$ cat src/rtl/core/lprp_pkg.sv
// Shared types and constants of the LED pattern record and playback block.
// Used by every module in rtl/core; depends on nothing.
package lprp_pkg;

    localparam int LAMP_W  = 3;
    localparam int OP_W    = 3;
    localparam int PRESS_W = 7;

    localparam logic [LAMP_W-1:0]  LAMPS           = 3'd5;
    localparam logic [PRESS_W-1:0] MAX_PRESSES_RST = 7'd45;

    // Opcodes carried on the input channel's tuser.
    localparam logic [OP_W-1:0] OP_TICK  = 3'd0;
    localparam logic [OP_W-1:0] OP_EDGE  = 3'd1;
    localparam logic [OP_W-1:0] OP_START = 3'd2;
    localparam logic [OP_W-1:0] OP_FAST  = 3'd3;
    localparam logic [OP_W-1:0] OP_SLOW  = 3'd4;
    localparam logic [OP_W-1:0] OP_REV   = 3'd5;

    // What happens to the delay of an entry as it wraps around the ring.
    typedef enum logic [1:0] {
        ROT_PLAIN = 2'd0,
        ROT_FAST  = 2'd1,
        ROT_SLOW  = 2'd2
    } rot_mode_t;

    typedef enum logic [2:0] {
        ST_IDLE   = 3'b001,
        ST_ROTATE = 3'b010,
        ST_LOAD   = 3'b100
    } state_t;

    // Commands broadcast from the sequencer to every cell of the ring.
    typedef struct packed {
        logic shift;
        logic flip;
        logic append;
    } cell_ctrl_t;

endpackage

$ cat src/rtl/core/lprp_cell.sv
// One storage cell of the entry ring: on bit, lamp index and delay.
// Depends on lprp_pkg for the control struct and lamp width.
module lprp_cell #(
    parameter int DELAY_BITS = 20,
    parameter int IDX_W      = 7,
    parameter int CNT_W      = 8,
    parameter int INDEX      = 0
) (
    input  logic                          aclk,
    input  lprp_pkg::cell_ctrl_t          ctrl,
    input  logic [CNT_W-1:0]              count,
    input  logic [IDX_W-1:0]              last_idx,
    input  logic                          app_on,
    input  logic [lprp_pkg::LAMP_W-1:0]   app_lamp,
    input  logic [DELAY_BITS-1:0]         app_delay,
    input  logic                          nxt_on,
    input  logic [lprp_pkg::LAMP_W-1:0]   nxt_lamp,
    input  logic [DELAY_BITS-1:0]         nxt_delay,
    input  logic                          wrap_on,
    input  logic [lprp_pkg::LAMP_W-1:0]   wrap_lamp,
    input  logic [DELAY_BITS-1:0]         wrap_delay,
    output logic                          on,
    output logic [lprp_pkg::LAMP_W-1:0]   lamp,
    output logic [DELAY_BITS-1:0]         delay
);

    logic                        on_reg, on_next;
    logic [lprp_pkg::LAMP_W-1:0] lamp_reg, lamp_next;
    logic [DELAY_BITS-1:0]       delay_reg, delay_next;

    always_comb begin
        on_next    = on_reg;
        lamp_next  = lamp_reg;
        delay_next = delay_reg;
        if (ctrl.append && count == CNT_W'(INDEX)) begin
            on_next    = app_on;
            lamp_next  = app_lamp;
            delay_next = app_delay;
        end else if (ctrl.shift) begin
            // The last live cell closes the ring by taking the head's entry.
            if (last_idx == IDX_W'(INDEX)) begin
                on_next    = wrap_on;
                lamp_next  = wrap_lamp;
                delay_next = wrap_delay;
            end else begin
                on_next    = nxt_on;
                lamp_next  = nxt_lamp;
                delay_next = nxt_delay;
            end
        end else if (ctrl.flip) begin
            on_next = ~on_reg;
        end
    end

    always_ff @(posedge aclk) begin
        on_reg    <= on_next;
        lamp_reg  <= lamp_next;
        delay_reg <= delay_next;
    end

    assign on    = on_reg;
    assign lamp  = lamp_reg;
    assign delay = delay_reg;

endmodule

$ cat config.mk
export PLATFORM = sky130hd
export DESIGN_NAME = lprp_cell
export DESIGN_NICKNAME = d
export VERILOG_FILES = /design/src/rtl/core/lprp_pkg.sv /design/src/rtl/core/lprp_cell.sv
export SDC_FILE = /design/constraint.sdc
export NUM_CORES = 1
export LEC_CHECK = 0
export BUFFER_PORTS_ARGS = -buffer_cell sky130_fd_sc_hd__clkbuf_2
export CAP_MARGIN = 10
export CORE_ASPECT_RATIO = 1.4
export CORE_MARGIN = 2
export CORE_UTILIZATION = 30
export DETAILED_ROUTE_END_ITERATION = 10
export GPL_TIMING_DRIVEN = 0
export PLACE_DENSITY = 0.67
export SLEW_MARGIN = 20
export SYNTH_ARGS = -nofsm -noshare
export SYNTH_HDL_FRONTEND = slang
export SYNTH_SLANG_ARGS = --single-unit
$ cat constraint.sdc
create_clock -name aclk -period 4 [get_ports aclk]
set_input_delay 1.2 -clock aclk [delete_from_list [all_inputs] [get_ports aclk]]
set_output_delay 1.2 -clock aclk [all_outputs]
set_load 0.02 [all_outputs]
==> reports/qor.csv <==
stage,metric,value,unit
clock_tree,ctsLongestPathBuffers,2,
grt,grt_first_pass_wirelength,7570,microns
min_path,hold_path.startpoint,on,
synth,syn_area,1450,sq um
clock_tree,cts_made_buffers,3,
route,detail-route-antenna-nets,0,
worst_setup_path,cp_max_fo,23,
clock_tree,cts_num_sinks,24,
place,gp_congestion,0.795,
min_path,min_path_type,flip-flop to flip-flop,
synth,synthFlopType,edfxtp_1,
synth,synth_edf_count,24,
floorplanning,die_area,5420,sq um
clock_tree,postCtsHoldBufs,0,
synth,synth_top_area_share,49.6,%
place,dp_hpwl,3700,microns
pwr,p_per_area,273,nW/um^2
worst_setup_path,r2r-start,on,
synth,synth_top_area_cell,edfxtp_1,
sta,clock_skew,0,ns
route,wire_per_inst,15.0,microns
route,drt_iter0_drc,88,
grt,overflow,0,
floorplanning,coreArea,4770,sq um
clock_tree,root_buffer,clkbuf_8,
flow_run,maxCapViolCount,0,
worst_setup_path,path_cells,clkbuf_2 -> or4b_1 -> buf_2 -> or3_1 -> buf_6 -> nand2b_2,
sta,fin_hold_ws,0.737,ns
finish,utilization,45.2,%
sta,fmax,0.333,GHz
floorplanning,fp.dieH,86.3,microns
worst_setup_path,arrival,2.91,ns
pwr,vdd_ir_drop_max,120,uV
clock_tree,htree_levels,1,
floorplanning,die_w,62.8,microns
worst_setup_path,r2r-end,on,
sta,finalCritPeriodShare,75.0,%
sta,rsz0062_at_grt,no,
min_path,min_path_cells,3,
synth,async_flop_share,0,%
worst_setup_path,criticalPathCategory,input port to flip-flop,
worst_setup_path,worst-r2r-cell-count,3,
sta,maxSlewViolCount,0,
floorplanning,num_rows,30,
synth,avgSynthCellArea,9.49,sq um
sta,worst_pin_slew,0.781,ns
worst_setup_path,endpoint_kind,flip-flop,
clock_tree,cts_tree,built,
finish,final_cell_area,2160,sq um
finish,insertedDiodeCount,0,
route,firstDrtPassIters,4,
synth,synth_area_leaders,"edfxtp_1 (50%), nor4_1 (10%), a31oi_1 (9.9%), nand3_1 (7.9%), o21ai_0 (7.9%)",
clock_tree,path_clk_slew,0.09,ns
grt,grt_max_degree,24,
route,vias,1796,
worst_setup_path,r2r_setup_slack,3.03,ns
sta,tns,0,ns
route,wl,5040,microns
finish,syn2layout_area_growth,48.5,%
clock_tree,post-cts-setup-buffers,0,
synth,yosysUniqueCellTypes,20,
synth,syn-num-nets,244,
worst_setup_path,max_stage_delay,0.49,ns
sta,period_minus_slack,3.00,ns
route,avgViaCountPerCell,5.36,
synth,synthCells,153,
synth,synth-seq-cells,24,
worst_setup_path,critPathRequiredTime,3.90,ns
floorplanning,start_util,30.5,%
place,dpl_cell_area,2100,sq um
synth,seq_area_frac_synth,49.6,%
clock_tree,cts_resized,0,
min_path,whs_endpoint,on,
finish,finalNetCount,363,
grt,grt_pass1_vias,1641,
finish,drive_gt1_share,45.8,%
clock_tree,clock_latency,0.26,ns
synth,yosysWarnings,0,
sta,hold_violations,0,
worst_setup_path,slowest_stage,or4b_1,
finish,largest_reg_flops,20,
worst_setup_path,crit_path_start_kind,input port,
status,status,"complete, no violations",
sta,setup_viol,0,
grt,grt_antenna_before_repair,0,
place,io_buffers,114,
route,drc_errors,0,
sta,slew_headroom,47.6,%
floorplanning,pin_count,115,
pwr,p_leak,0.000873,uW
grt,track_usage,17.6,%
-- layout by cell type (no fill, tap or decap) --
master,synthesis,layout
nor4b_1,1,1
or3_1,3,3
nor3_1,1,1
or4b_1,1,1
a31oi_1,23,23
nand2b_2,0,1
o31ai_1,1,1
inv_1,1,1
clkinv_1,0,1
buf_6,3,3
o32ai_1,1,1
buf_2,1,1
clkbuf_2,0,114
clkbuf_1,16,16
or2_2,1,1
or3b_1,1,1
o21ai_0,23,23
or4_1,1,1
nand2b_1,3,2
nor4_1,24,23
nor4_2,0,1
clkbuf_8,0,3
a21oi_1,1,1
nand3_1,23,23
edfxtp_1,24,24
-- power by group --
part | switching (uW) | leakage [uW] | internal, uW
Clock | 77.0 | 0.0000231 | 68.6
Combinational | 79.5 | 0.000615 | 58.6
Sequential | 5.02 | 0.000235 | 300
-- stage by stage --
stage,cells,total power (uW),setup WS [ns]
2_1_floorplan,153,375,0.713
3_3_place_gp,331,448,0.331
3_5_place_dp,331,449,0.285
4_1_cts,335,593,0.571
5_1_grt,335,612,0.883
6_report,335,589,0.999
-- layout make-up --
| type | instances | area, sq um |
|---|---|---|
| clock buffers | 3 | 41.3 |
| multi-input cells | 108 | 638 |
| clock inverters | 1 | 3.75 |
| well taps | 64 | 80.1 |
| plain buffers | 20 | 98.8 |
| fillers | 496 | 2610 |
| flip-flops and latches | 24 | 721 |
| inverters | 1 | 3.75 |
| repair buffers | 114 | 571 |
-- kinds of logic after synthesis --
| kind of cell | after synthesis | share of synthesized area, % |
|---|---|---|
| flip-flops | 24 | 49.6 |
| AO/OA/AOI/OAI | 49 | 19.3 |
| buffers and inverters | 21 | 7.06 |
| AND/OR/NAND/NOR | 59 | 24.0 |
-- worst max-delay path by stage --
stage              from   endpoint  slack [ns]  cells after the start
2_1_floorplan  count[4]   delay[0]        0.71                      5
3_3_place_gp   count[4]    lamp[1]        0.33                      6
3_5_place_dp   count[4]   delay[3]        0.28                      6
4_1_cts        count[4]  delay[10]        0.57                      6
5_1_grt        count[4]  delay[14]        0.88                      6
6_report       count[4]   delay[2]         1.0                      6
-- per-layer routing --
metal / track usage, % / up-vias / routed length, microns
li1: - / 861 / -
met5: 0 / - / 0
met4: 6.46 / 0 / 84
met1: 21.1 / 832 / 2060
met2: 32.4 / 95 / 2570
met3: 1.82 / 8 / 328
-- critical path, delay by kind of cell --
| kind | cells | cell delay (ns) |
|---|---|---|
| and+or+nand+nor | 3 | 1.29 |
| buffers and inverters | 3 | 0.40 |
-- synth_stat cells, types with 3 or more instances --
cell type / n
nand3_1: 23
edfxtp_1: 24
clkbuf_1: 16
buf_6: 3
or3_1: 3
a31oi_1: 23
o21ai_0: 23
nand2b_1: 3
nor4_1: 24
No activity file was read; power rests on OpenSTA's default activity.
