==> src/rtl/core/lprp_pkg.sv <==
// Shared types and constants of the LED pattern record and playback block.
// Used by every module in rtl/core; depends on nothing.
package lprp_pkg;

    localparam int LAMP_W  = 3;
    localparam int OP_W    = 3;
    localparam int PRESS_W = 7;

    localparam logic [LAMP_W-1:0]  LAMPS           = 3'd5;
    localparam logic [PRESS_W-1:0] MAX_PRESSES_RST = 7'd45;

    // Opcodes carried on the input channel's tuser.
    localparam logic [OP_W-1:0] OP_TICK  = 3'd0;
    localparam logic [OP_W-1:0] OP_EDGE  = 3'd1;
    localparam logic [OP_W-1:0] OP_START = 3'd2;
    localparam logic [OP_W-1:0] OP_FAST  = 3'd3;
    localparam logic [OP_W-1:0] OP_SLOW  = 3'd4;
    localparam logic [OP_W-1:0] OP_REV   = 3'd5;

    // What happens to the delay of an entry as it wraps around the ring.
    typedef enum logic [1:0] {
        ROT_PLAIN = 2'd0,
        ROT_FAST  = 2'd1,
        ROT_SLOW  = 2'd2
    } rot_mode_t;

    typedef enum logic [2:0] {
        ST_IDLE   = 3'b001,
        ST_ROTATE = 3'b010,
        ST_LOAD   = 3'b100
    } state_t;

    // Commands broadcast from the sequencer to every cell of the ring.
    typedef struct packed {
        logic shift;
        logic flip;
        logic append;
    } cell_ctrl_t;

endpackage

==> src/rtl/core/lprp_scale.sv <==
// Delay scaling unit at the wrap point of the ring: 3/4 or 5/4, truncated,
// the slow-down result saturated. Depends on lprp_pkg for the mode type.
module lprp_scale #(
    parameter int DELAY_BITS = 20
) (
    input  lprp_pkg::rot_mode_t     mode,
    input  logic [DELAY_BITS-1:0]   d,
    output logic [DELAY_BITS-1:0]   q
);

    logic [DELAY_BITS+1:0] x3;
    logic [DELAY_BITS+2:0] x5;

    assign x3 = {1'b0, d, 1'b0} + {2'b00, d};
    assign x5 = {1'b0, d, 2'b00} + {3'b000, d};

    always_comb begin
        case (mode)
            lprp_pkg::ROT_FAST: q = x3[DELAY_BITS+1:2];
            lprp_pkg::ROT_SLOW: q = x5[DELAY_BITS+2] ? '1 : x5[DELAY_BITS+1:2];
            default:            q = d;
        endcase
    end

endmodule

==> config.mk <==
export PLATFORM = sky130hd
export DESIGN_NAME = lprp_scale
export DESIGN_NICKNAME = d
export VERILOG_FILES = /design/src/rtl/core/lprp_pkg.sv /design/src/rtl/core/lprp_scale.sv
export SDC_FILE = /design/constraint.sdc
export NUM_CORES = 1
export LEC_CHECK = 0
export BUFFER_PORTS_ARGS = -buffer_cell sky130_fd_sc_hd__buf_4
export CAP_MARGIN = 20
export CORE_MARGIN = 10
export CORE_UTILIZATION = 65
export DETAILED_ROUTE_END_ITERATION = 10
export PLACE_DENSITY = 0.91
export SYNTH_ARGS = -nofsm -noshare
export SYNTH_HDL_FRONTEND = slang
export SYNTH_SLANG_ARGS = --single-unit
==> constraint.sdc <==
create_clock -name vclk -period 8.1
set_input_delay 0.81 -clock vclk [all_inputs]
set_output_delay 0.81 -clock vclk [all_outputs]
set_load 0.05 [all_outputs]
==> impl_metrics.prom, run 1 <==
# TYPE chip_impl_metric gauge
chip_impl_info{name="status",value="completed"} 1
chip_impl_info{name="worst_setup_path_start",value="d[0]"} 1
chip_impl_metric{name="combinationalPowerShare",unit="%"} 100.0
chip_impl_metric{name="ir_worst_vdd",unit="uV"} 72.6
chip_impl_info{name="cp-start-kind",value="input port"} 1
chip_impl_info{name="critical_path.slowest_cell",value="sky130_fd_sc_hd__fa_1"} 1
chip_impl_metric{name="routedLengthMet1",unit="microns"} 2940
chip_impl_metric{name="first_global_vias",unit=""} 2536
chip_impl_metric{name="post-synth-top-area-fraction",unit="%"} 21.9
chip_impl_metric{name="met2RoutedLength",unit="microns"} 3120
chip_impl_metric{name="die_area",unit="sq um"} 6290
chip_impl_info{name="critical_path.most_common_cell",value="sky130_fd_sc_hd__buf_4"} 1
chip_impl_metric{name="layout_clock_buffers",unit=""} 0
chip_impl_metric{name="number_of_warnings_printed_during_yosys_synthesis",unit=""} 0
chip_impl_metric{name="route.vias.total",unit=""} 2597
chip_impl_metric{name="max_freq",unit="MHz"} 229
chip_impl_metric{name="floorplan.rows",unit=""} 21
chip_impl_metric{name="drtAntennaViolNets",unit=""} 0
chip_impl_metric{name="fill_cells",unit=""} 305
chip_impl_info{name="critical_path.endpoint_type",value="output pin"} 1
chip_impl_info{name="synth_area_leaders",value="sky130_fd_sc_hd__ha_1, sky130_fd_sc_hd__a21oi_1, sky130_fd_sc_hd__xnor2_1, sky130_fd_sc_hd__nand2_1, sky130_fd_sc_hd__o21ai_0"} 1
chip_impl_metric{name="total_switching_power",unit="mW"} 0.178
chip_impl_metric{name="max_cap_violations",unit=""} 0
chip_impl_metric{name="post_synth_instance_area",unit="sq um"} 2280
chip_impl_metric{name="die_y",unit="microns"} 79.3
chip_impl_metric{name="dp_hpwl",unit="microns"} 5360
chip_impl_metric{name="grt_start_max_net_pins",unit=""} 25
chip_impl_metric{name="initial_core_util",unit="%"} 67.9
chip_impl_metric{name="p_per_area",unit="nW/um^2"} 108
chip_impl_metric{name="regArea",unit="sq um"} 0
chip_impl_info{name="final_common_cell",value="sky130_fd_sc_hd__a21oi_1"} 1
chip_impl_info{name="worstSetupEndpoint",value="q[19]"} 1
chip_impl_metric{name="p_leak",unit="nW"} 1.16
chip_impl_metric{name="cts_hold_repair.buffers",unit=""} 0
chip_impl_metric{name="number_of_antenna_violations_at_the_first_check_in_global_routing",unit=""} 0
chip_impl_metric{name="worst-slew-pin-transition",unit="ns"} 0.799
chip_impl_metric{name="report.final.hold_viol_count",unit=""} 0
chip_impl_metric{name="grt_first_pass_wirelength",unit="microns"} 11000
chip_impl_metric{name="chipWidth",unit="microns"} 79.3
chip_impl_metric{name="synth_nets",unit=""} 389
chip_impl_metric{name="syn_to_final_growth",unit="%"} 14.8
chip_impl_metric{name="max-slew-margin-rel",unit="%"} 46.7
chip_impl_metric{name="design_power_total",unit="mW"} 0.284
chip_impl_metric{name="num_io_pins",unit=""} 42
chip_impl_metric{name="postcts_setup_bufs",unit=""} 0
chip_impl_metric{name="power.internal",unit="mW"} 0.106
chip_impl_metric{name="global_route_total_usage_across_every_layer",unit="%"} 19.9
chip_impl_metric{name="drcViolationCount",unit=""} 0
chip_impl_metric{name="swShare",unit="%"} 62.6
chip_impl_metric{name="total_congestion_overflow",unit=""} 0
chip_impl_info{name="rsz0062_at_grt",value="false"} 1
chip_impl_metric{name="dr_wl_met3",unit="microns"} 423
chip_impl_metric{name="worst_endpoint_required_time",unit="ns"} 7.29
chip_impl_metric{name="totalWireLength",unit="microns"} 6680
chip_impl_info{name="synth.largest_area_cell",value="sky130_fd_sc_hd__ha_1"} 1
chip_impl_metric{name="core_footprint",unit="sq um"} 3360
chip_impl_metric{name="synthesized_instance_count",unit=""} 325
chip_impl_metric{name="arrival",unit="ns"} 3.55
chip_impl_metric{name="post-route-period-util",unit="%"} 53.8
chip_impl_metric{name="setup_violations",unit=""} 0
chip_impl_metric{name="setup_total_negative_slack",unit="ns"} 0
chip_impl_metric{name="slew_violations",unit=""} 0
chip_impl_metric{name="period_needed",unit="ns"} 4.36
chip_impl_metric{name="antenna_cells",unit=""} 0
chip_impl_info{name="cp_cell_sequence",value="buf_4 > ha_1 > fa_1 > a211oi_2 > o211ai_2 > a41oi_4 > o21ai_4 > o311a_4 > o41ai_2 > a22oi_1 > buf_4"} 1
chip_impl_metric{name="synth.distinct_cells",unit=""} 52
chip_impl_metric{name="route.detailed.wl_per_inst",unit="microns"} 16.5
chip_impl_metric{name="detail_route.first_pass.iterations",unit=""} 4
chip_impl_metric{name="hold_ws",unit="ns"} 2.04
chip_impl_info{name="route.top_layer_used",value="met4"} 1
chip_impl_metric{name="power.share.sequential",unit="%"} 0
chip_impl_metric{name="synth.avg_cell_area",unit="sq um"} 7.03
chip_impl_info{name="worstSetupPathType",value="in -> out"} 1
chip_impl_metric{name="share_of_the_yosys_chip_area_belonging_to_registers",unit="%"} 0
chip_impl_metric{name="pwr-share-clk",unit="%"} 0
chip_impl_info{name="final_cell_mix",value="sky130_fd_sc_hd__a21oi_1, sky130_fd_sc_hd__buf_4, sky130_fd_sc_hd__ha_1"} 1
chip_impl_metric{name="drive_gt1_share",unit="%"} 16.1
chip_impl_info{name="hold_class",value="in -> out"} 1
chip_impl_metric{name="worst-path-max-fanout",unit=""} 13
chip_impl_metric{name="post_cts.resized_instances",unit=""} 0
chip_impl_metric{name="io_buffer_count",unit=""} 42
chip_impl_metric{name="detailedRoute.firstIterationViolations",unit=""} 156
chip_impl_metric{name="finalWeightedCongestion",unit=""} 0.874
chip_impl_metric{name="seq_cell_count",unit=""} 0
chip_impl_metric{name="design.final.nets",unit=""} 426
chip_impl_metric{name="drt-vias-per-instance",unit=""} 6.40
chip_impl_metric{name="cp_slowest_stage_delay",unit="ns"} 0.44
## critical path: cells and delay by family
family	cells	cell delay (ns)
adders and majority gates	2	0.67
buffers and inverters	2	0.33
AOI/OAI and AO/OA	7	1.73
## worst min path at each step
stage	from	endpoint	slack [ns]	cells after the start
5_1_grt	d[0]	q[0]	2.08	3
2_1_floorplan	d[11]	q[11]	1.89	2
3_5_place_dp	d[0]	q[0]	2.04	3
6_report	d[12]	q[12]	2.04	4
3_3_place_gp	d[0]	q[0]	2.03	3
4_1_cts	d[0]	q[0]	2.04	3
## per-layer routing
metal | track usage [%] | vias up
li1 | - | 1297
met1 | 23.4 | 1186
met2 | 35.6 | 96
met3 | 2.14 | 18
met4 | 7.71 | 0
met5 | 0 | -
## stage by stage
| stage | cells | setup slack, ns | util [%] | instance area (sq um) |
|---|---|---|---|---|
| final | 406 | 3.74 | 78.0 | 2620 |
| after global routing | 406 | 3.60 | 78.0 | 2620 |
| after CTS | 406 | 3.75 | 78.0 | 2620 |
| after detailed placement | 406 | 3.76 | 78.0 | 2620 |
| after global placement | 406 | 3.85 | 78.0 | 2620 |
| after floorplan | 325 | 3.69 | - | 2280 |
## power groups by stage
stage          registers [mW]  logic [mW]  clock network, mW
3_3_place_gp                0       0.274                  0
6_report                    0       0.284                  0
5_1_grt                     0       0.306                  0
3_5_place_dp                0       0.280                  0
4_1_cts                     0       0.281                  0
2_1_floorplan               0       0.209                  0
## cell usage after synthesis, drive strengths merged, types with 3 or more instances
cell	instances
a21oi	48
o21ai	32
inv	14
and2	4
o21a	5
xor2	5
nor2	21
or3	4
a21o	8
a2bb2oi	5
nand4	4
a31o	3
nand2	31
xnor2	21
a31oi	6
nor2b	3
o31ai	5
o211ai	7
a21boi	3
and3	4
a211oi	3
nand3	11
nand2b	5
nor3	6
ha	40
clkbuf	6
## logic make-up after synthesis
family	count (synthesis)	synth area share, %
AOI/OAI and AO/OA	139	42.4
and+or+nand+nor	96	19.9
buffers and inverters	22	4.00
xor gates and xnor gates	26	9.97
adders and majority gates	42	23.7
## area by class of cell
type / instances / area, sq um / area share, %
Multi-Input combinational cell: 303 / 2190 / 83.6
Timing Repair Buffer: 42 / 315 / 12.0
Inverter: 15 / 56.3 / 2.15
Tap cell: 46 / 57.6 / 2.19
Power figures use the tool's default switching activity.
==> run 2: changes to the inputs <==
--- a/config.mk
+++ b/config.mk
@@ -8,9 +8,9 @@
 export BUFFER_PORTS_ARGS = -buffer_cell sky130_fd_sc_hd__buf_4
 export CAP_MARGIN = 20
 export CORE_MARGIN = 10
-export CORE_UTILIZATION = 65
+export CORE_UTILIZATION = 60
 export DETAILED_ROUTE_END_ITERATION = 10
-export PLACE_DENSITY = 0.91
+export PLACE_DENSITY = 0.85
 export SYNTH_ARGS = -nofsm -noshare
 export SYNTH_HDL_FRONTEND = slang
 export SYNTH_SLANG_ARGS = --single-unit
==> constraint.sdc (replaced) <==
create_clock -name vclk -period 4.25
set_input_delay 0.425 -clock vclk [all_inputs]
set_output_delay 0.425 -clock vclk [all_outputs]
set_load 0.05 [all_outputs]
==> run 2 against run 1 <==
  * First-iteration DRC count rose by 12%
  * Critical path depth increased by 1
  * Count of clock-buffer cells in the layout unchanged
  * Die area up 6.2%
  * Cell area about the same
  * Non-clock buffer count stayed put
  * Routed wire length down 0.49%
  * Core utilization is 6.3 points lower
  * Total power increased by 90%
  * Global-route usage down 0.57 points
  * Critical path type unchanged
  * Critical endpoint is now q[8]
==> impl_metrics.prom, run 2 (same netlist as run 1, synthesis figures left out) <==
# TYPE chip_impl_metric gauge
chip_impl_info{name="status",value="completed"} 1
chip_impl_info{name="critical_path.slowest_cell",value="sky130_fd_sc_hd__fa_1"} 1
chip_impl_metric{name="global_route_total_usage_across_every_layer",unit="%"} 19.3
chip_impl_info{name="worst_setup_path_start",value="d[0]"} 1
chip_impl_metric{name="critPathBufInv",unit=""} 2
chip_impl_metric{name="syn_to_final_growth",unit="%"} 14.9
chip_impl_metric{name="timing.critical_path.depth",unit=""} 12
chip_impl_metric{name="seq_cell_count",unit=""} 0
chip_impl_metric{name="detail_route.first_pass.iterations",unit=""} 4
chip_impl_metric{name="report.final.hold_viol_count",unit=""} 0
chip_impl_metric{name="regArea",unit="sq um"} 0
chip_impl_metric{name="drive_gt1_share",unit="%"} 16.1
chip_impl_metric{name="finalWeightedCongestion",unit=""} 0.881
chip_impl_metric{name="chipWidth",unit="microns"} 81.7
chip_impl_metric{name="drtAntennaViolNets",unit=""} 0
chip_impl_metric{name="setup_total_negative_slack",unit="ns"} 0
chip_impl_metric{name="period_needed",unit="ns"} 3.57
chip_impl_info{name="cp-start-kind",value="input port"} 1
chip_impl_metric{name="postcts_setup_bufs",unit=""} 0
chip_impl_metric{name="core_footprint",unit="sq um"} 3660
chip_impl_metric{name="p_per_area",unit="nW/um^2"} 205
chip_impl_info{name="rsz0062_at_grt",value="false"} 1
chip_impl_metric{name="worst-slew-pin-transition",unit="ns"} 0.824
chip_impl_metric{name="number_of_antenna_violations_at_the_first_check_in_global_routing",unit=""} 0
chip_impl_metric{name="slew_violations",unit=""} 0
chip_impl_metric{name="io_buffer_count",unit=""} 42
chip_impl_metric{name="max-slew-margin-rel",unit="%"} 45.1
chip_impl_metric{name="design.final.nets",unit=""} 426
chip_impl_metric{name="antenna_cells",unit=""} 0
chip_impl_metric{name="max_cap_violations",unit=""} 0
chip_impl_info{name="critical_path.endpoint_type",value="output pin"} 1
chip_impl_info{name="critical_path.most_common_cell",value="sky130_fd_sc_hd__buf_4"} 1
chip_impl_info{name="final_cell_mix",value="sky130_fd_sc_hd__a21oi_1, sky130_fd_sc_hd__buf_4, sky130_fd_sc_hd__ha_1"} 1
chip_impl_metric{name="post-route-period-util",unit="%"} 83.9
chip_impl_metric{name="detailedRoute.firstIterationViolations",unit=""} 174
chip_impl_metric{name="first_global_vias",unit=""} 2502
chip_impl_info{name="crit_family",value="compound AO/OA/AOI/OAI gates"} 1
chip_impl_metric{name="arrival",unit="ns"} 3.14
chip_impl_info{name="final_common_cell",value="sky130_fd_sc_hd__a21oi_1"} 1
chip_impl_metric{name="ir_worst_vdd",unit="uV"} 117
chip_impl_metric{name="route.vias.total",unit=""} 2568
chip_impl_metric{name="place_ws",unit="ns"} 0.696
chip_impl_metric{name="hold_path_depth",unit=""} 3
chip_impl_metric{name="worst_endpoint_required_time",unit="ns"} 3.83
chip_impl_metric{name="grt_start_max_net_pins",unit=""} 25
chip_impl_metric{name="die_y",unit="microns"} 81.7
chip_impl_metric{name="total_congestion_overflow",unit=""} 0
chip_impl_info{name="worstSetupEndpoint",value="q[8]"} 1
chip_impl_metric{name="floorplan.rows",unit=""} 22
chip_impl_info{name="cp_cell_sequence",value="buf_4 > ha_1 > fa_1 > a211oi_2 > o211ai_2 > a41oi_4 > o21ai_4 > o311ai_4 > nand2_1 > a221oi_1 > a21oi_1 > buf_4"} 1
chip_impl_metric{name="cts_hold_repair.buffers",unit=""} 0
chip_impl_metric{name="drcViolationCount",unit=""} 0
chip_impl_metric{name="worst_slack",unit="ns"} 0.683
chip_impl_info{name="worstSetupPathType",value="in -> out"} 1
chip_impl_metric{name="post_cts.resized_instances",unit=""} 0
chip_impl_metric{name="p_leak",unit="nW"} 1.16
chip_impl_metric{name="route.detailed.wl_per_inst",unit="microns"} 16.3
chip_impl_metric{name="worst-path-max-fanout",unit=""} 7
chip_impl_metric{name="grt_first_pass_wirelength",unit="microns"} 11100
chip_impl_metric{name="drt-vias-per-instance",unit=""} 6.29
chip_impl_metric{name="setup_violations",unit=""} 0
chip_impl_metric{name="cp_slowest_stage_delay",unit="ns"} 0.43
chip_impl_metric{name="dp_hpwl",unit="microns"} 5290
chip_impl_metric{name="totalWireLength",unit="microns"} 6650
chip_impl_metric{name="die_area",unit="sq um"} 6680
chip_impl_info{name="hold_class",value="in -> out"} 1
chip_impl_metric{name="layout_clock_buffers",unit=""} 0
chip_impl_metric{name="num_io_pins",unit=""} 42
chip_impl_metric{name="initial_core_util",unit="%"} 62.4
chip_impl_metric{name="max_freq",unit="MHz"} 280
[run 2: area by class of cell]
| type | instances | area, sq um |
|---|---|---|
| Fill cell | 358 | 1040 |
| Tap cell | 48 | 60.1 |
| Multi-Input combinational cell | 303 | 2190 |
| Timing Repair Buffer | 42 | 315 |
| Inverter | 15 | 56.3 |
[run 2: per-stage QoR]
step	cell area, sq um	util, %	power [mW]	cells	hold WS (ns)
after floorplan	2280	-	0.399	325	1.12
after global placement	2630	71.7	0.525	408	1.27
after detailed placement	2630	71.7	0.533	408	1.27
after CTS	2630	71.7	0.535	408	1.27
after global routing	2630	71.7	0.586	408	1.30
final	2630	71.7	0.539	408	1.27
[run 2: per-layer routing]
| metal | part of all wire, % | vias to the layer above | track usage (%) | routed length, microns |
|---|---|---|---|---|
| li1 | - | 1298 | - | - |
| met1 | 45 | 1169 | 24.9 | 2960 |
| met2 | 47 | 90 | 33.3 | 3120 |
| met3 | 6.3 | 11 | 2.07 | 419 |
| met4 | 2.2 | 0 | 4.93 | 144 |
| met5 | 0 | - | 0 | 0 |
[run 2: worst min path at each step]
stage           from  endpoint  slack (ns)
6_report        d[0]      q[0]        1.27
5_1_grt         d[0]      q[0]        1.30
4_1_cts         d[0]      q[0]        1.27
3_5_place_dp   d[12]     q[12]        1.27
3_3_place_gp   d[12]     q[12]        1.27
2_1_floorplan  d[11]     q[11]        1.12
[run 2: where the power goes]
part	total [mW]	internal [mW]	switching (mW)
clock network	0	0	0
logic	0.539	0.202	0.338
registers	0	0	0
==> run 3: changes to the inputs <==
--- a/config.mk
+++ b/config.mk
@@ -8,9 +8,9 @@
 export BUFFER_PORTS_ARGS = -buffer_cell sky130_fd_sc_hd__buf_4
 export CAP_MARGIN = 20
 export CORE_MARGIN = 10
-export CORE_UTILIZATION = 60
+export CORE_UTILIZATION = 54
 export DETAILED_ROUTE_END_ITERATION = 10
-export PLACE_DENSITY = 0.85
+export PLACE_DENSITY = 0.81
 export SYNTH_ARGS = -nofsm -noshare
 export SYNTH_HDL_FRONTEND = slang
 export SYNTH_SLANG_ARGS = --single-unit
==> constraint.sdc (replaced) <==
create_clock -name vclk -period 3.2
set_input_delay 0.32 -clock vclk [all_inputs]
set_output_delay 0.32 -clock vclk [all_outputs]
set_load 0.05 [all_outputs]
==> run 3 against run 2 <==
  * The flow now finishes with violations (negative setup slack)
  * Combinational power increased by 45%
  * Via count increased by 5.5%
  * Count of clock-buffer cells in the layout unchanged
  * Largest power group unchanged
  * Hold slack got worse by 0.21 ns
  * Critical path type unchanged
  * Worst setup slack got worse by 0.72 ns
  * First-iteration DRC count increased by 72%
  * Non-clock buffer count increased by 15
  * Sequential share of layout area unchanged
  * Global-route usage decreased by 1.1 points
==> impl_metrics.prom, run 3 (same netlist as run 1, synthesis figures left out) <==
# TYPE chip_impl_metric gauge
chip_impl_metric{name="detail_route.first_pass.iterations",unit=""} 5
chip_impl_metric{name="dp_hpwl",unit="microns"} 5550
chip_impl_info{name="worstSetupEndpoint",value="q[6]"} 1
chip_impl_metric{name="multiInputGateArea",unit="sq um"} 2290
chip_impl_metric{name="totalWireLength",unit="microns"} 7350
chip_impl_info{name="final_common_cell",value="sky130_fd_sc_hd__buf_4"} 1
chip_impl_metric{name="route.vias.total",unit=""} 2710
chip_impl_metric{name="io_buffer_count",unit=""} 42
chip_impl_metric{name="number_of_antenna_violations_at_the_first_check_in_global_routing",unit=""} 0
chip_impl_metric{name="period_needed",unit="ns"} 3.24
chip_impl_metric{name="floorplan.rows",unit=""} 23
chip_impl_metric{name="layout_clock_buffers",unit=""} 0
chip_impl_info{name="worstHoldStart",value="d[3]"} 1
chip_impl_metric{name="num_io_pins",unit=""} 42
chip_impl_metric{name="final_cell_count_no_fill",unit=""} 425
chip_impl_info{name="hold_class",value="in -> out"} 1
chip_impl_metric{name="drtAntennaViolNets",unit=""} 0
chip_impl_metric{name="total_instance_count_after_detailed_placement",unit=""} 423
chip_impl_metric{name="regArea",unit="sq um"} 0
chip_impl_metric{name="first_global_vias",unit=""} 2546
chip_impl_info{name="cp_cell_sequence",value="buf_12 > ha_4 > fa_2 > a211oi_4 > o211ai_2 > a41oi_4 > o21ai_4 > o311ai_4 > buf_4 > a21oi_1 > a21oi_1 > o21ai_1 > buf_6"} 1
chip_impl_metric{name="worst-slew-pin-transition",unit="ns"} 0.591
chip_impl_metric{name="chipWidth",unit="microns"} 85.0
chip_impl_metric{name="worst-path-max-fanout",unit=""} 5
chip_impl_info{name="critical_path.slowest_cell",value="sky130_fd_sc_hd__fa_2"} 1
chip_impl_metric{name="slew_violations",unit=""} 0
chip_impl_metric{name="arrival",unit="ns"} 2.92
chip_impl_info{name="final_cell_mix",value="sky130_fd_sc_hd__buf_4, sky130_fd_sc_hd__ha_1, sky130_fd_sc_hd__a21oi_1"} 1
chip_impl_metric{name="initial_core_util",unit="%"} 56.3
chip_impl_metric{name="route.detailed.wl_per_inst",unit="microns"} 17.3
chip_impl_metric{name="max_freq",unit="MHz"} 309
chip_impl_metric{name="cts_hold_repair.buffers",unit=""} 0
chip_impl_metric{name="total_congestion_overflow",unit=""} 0
chip_impl_metric{name="grt_start_max_net_pins",unit=""} 20
chip_impl_info{name="status",value="finished, violations left"} 1
chip_impl_metric{name="cp_slowest_stage_delay",unit="ns"} 0.39
chip_impl_metric{name="die_area",unit="sq um"} 7230
chip_impl_metric{name="max-slew-margin-rel",unit="%"} 60.6
chip_impl_metric{name="global_route_total_usage_across_every_layer",unit="%"} 18.2
chip_impl_metric{name="place_ws",unit="ns"} -0.00262
chip_impl_metric{name="worst_slack",unit="ns"} -0.0353
chip_impl_metric{name="worst_endpoint_required_time",unit="ns"} 2.88
chip_impl_info{name="critical_path.most_common_cell",value="sky130_fd_sc_hd__a21oi_1"} 1
chip_impl_metric{name="setup_violations",unit=""} 1
chip_impl_info{name="worst_setup_path_start",value="d[2]"} 1
chip_impl_metric{name="core_footprint",unit="sq um"} 4060
chip_impl_metric{name="design.final.nets",unit=""} 441
chip_impl_metric{name="fill_cells",unit=""} 355
chip_impl_metric{name="drt-vias-per-instance",unit=""} 6.38
chip_impl_metric{name="max_cap_violations",unit=""} 0
chip_impl_info{name="critical_path.endpoint_type",value="output pin"} 1
chip_impl_metric{name="grt_first_pass_wirelength",unit="microns"} 11800
chip_impl_metric{name="syn_to_final_growth",unit="%"} 25.8
chip_impl_metric{name="die_y",unit="microns"} 85.0
chip_impl_metric{name="p_leak",unit="nW"} 1.25
chip_impl_info{name="rsz0062_at_grt",value="true"} 1
chip_impl_metric{name="p_per_area",unit="nW/um^2"} 273
chip_impl_metric{name="report.final.hold_viol_count",unit=""} 0
chip_impl_metric{name="ir_worst_vdd",unit="uV"} 189
chip_impl_info{name="cp-start-kind",value="input port"} 1
chip_impl_metric{name="finish.utilization",unit="%"} 70.8
chip_impl_metric{name="detailedRoute.firstIterationViolations",unit=""} 299
chip_impl_metric{name="post_dp_cell_area",unit="sq um"} 2730
chip_impl_metric{name="finalWeightedCongestion",unit=""} 0.881
chip_impl_metric{name="antenna_cells",unit=""} 0
chip_impl_metric{name="post-route-period-util",unit="%"} 101
chip_impl_info{name="failed_checks",value="negative setup slack"} 1
chip_impl_metric{name="seq_cell_count",unit=""} 0
chip_impl_metric{name="drive_gt1_share",unit="%"} 23.7
chip_impl_metric{name="post-route-cell-area",unit="sq um"} 2870
chip_impl_metric{name="drcViolationCount",unit=""} 0
chip_impl_info{name="worstSetupPathType",value="in -> out"} 1
[run 3: worst min path at each step]
| stage | to | slack [ns] | cells after the start |
|---|---|---|---|
| finish | q[3] | 1.06 | 4 |
| global placement | q[12] | 1.07 | 4 |
| global route | q[8] | 1.09 | 4 |
| detailed placement | q[12] | 1.07 | 4 |
| floorplan | q[11] | 0.91 | 2 |
| CTS | q[12] | 1.08 | 4 |
[run 3: power by group]
part           internal (mW)  switching [mW]  total (mW)
Sequential                 0               0           0
Combinational          0.303           0.481       0.784
Clock                      0               0           0
Total                  0.303           0.481       0.784
[run 3: metal layers]
layer  routed length, microns  GRT usage, %  vias up
met5                        0             0        -
met1                     3090          24.1     1243
li1                         -             -     1332
met2                     3540          30.4      121
met3                      547          2.10       14
met4                      177          3.89        0
[run 3: timing repair]
item	4_1_cts	5_1_grt
setup endpoints to repair	1	17
pin swaps	1	14
gates resized for setup	0	30
buffers inserted	0	2
[run 3: cell type report]
class	count	share of cell area, %
Multi-Input combinational cell	303	79.6
Timing Repair Buffer	57	16.2
Inverter	15	1.96
Tap cell	50	2.18
[run 3: critical path: cells and delay by family]
kind                     cells  cell delay (ns)
AO/OA/AOI/OAI                8             1.57
adder cells (fa/ha/maj)      2             0.55
buffers and inverters        3             0.46
[run 3: metrics by stage]
stage	setup TNS, ns	hold WS (ns)	power, mW
after CTS	0	1.08	0.732
after global routing	-0.912	1.09	0.848
after floorplan	0	0.905	0.532
after detailed placement	-0.00262	1.07	0.729
after global placement	0	1.07	0.718
final	-0.0353	1.06	0.784
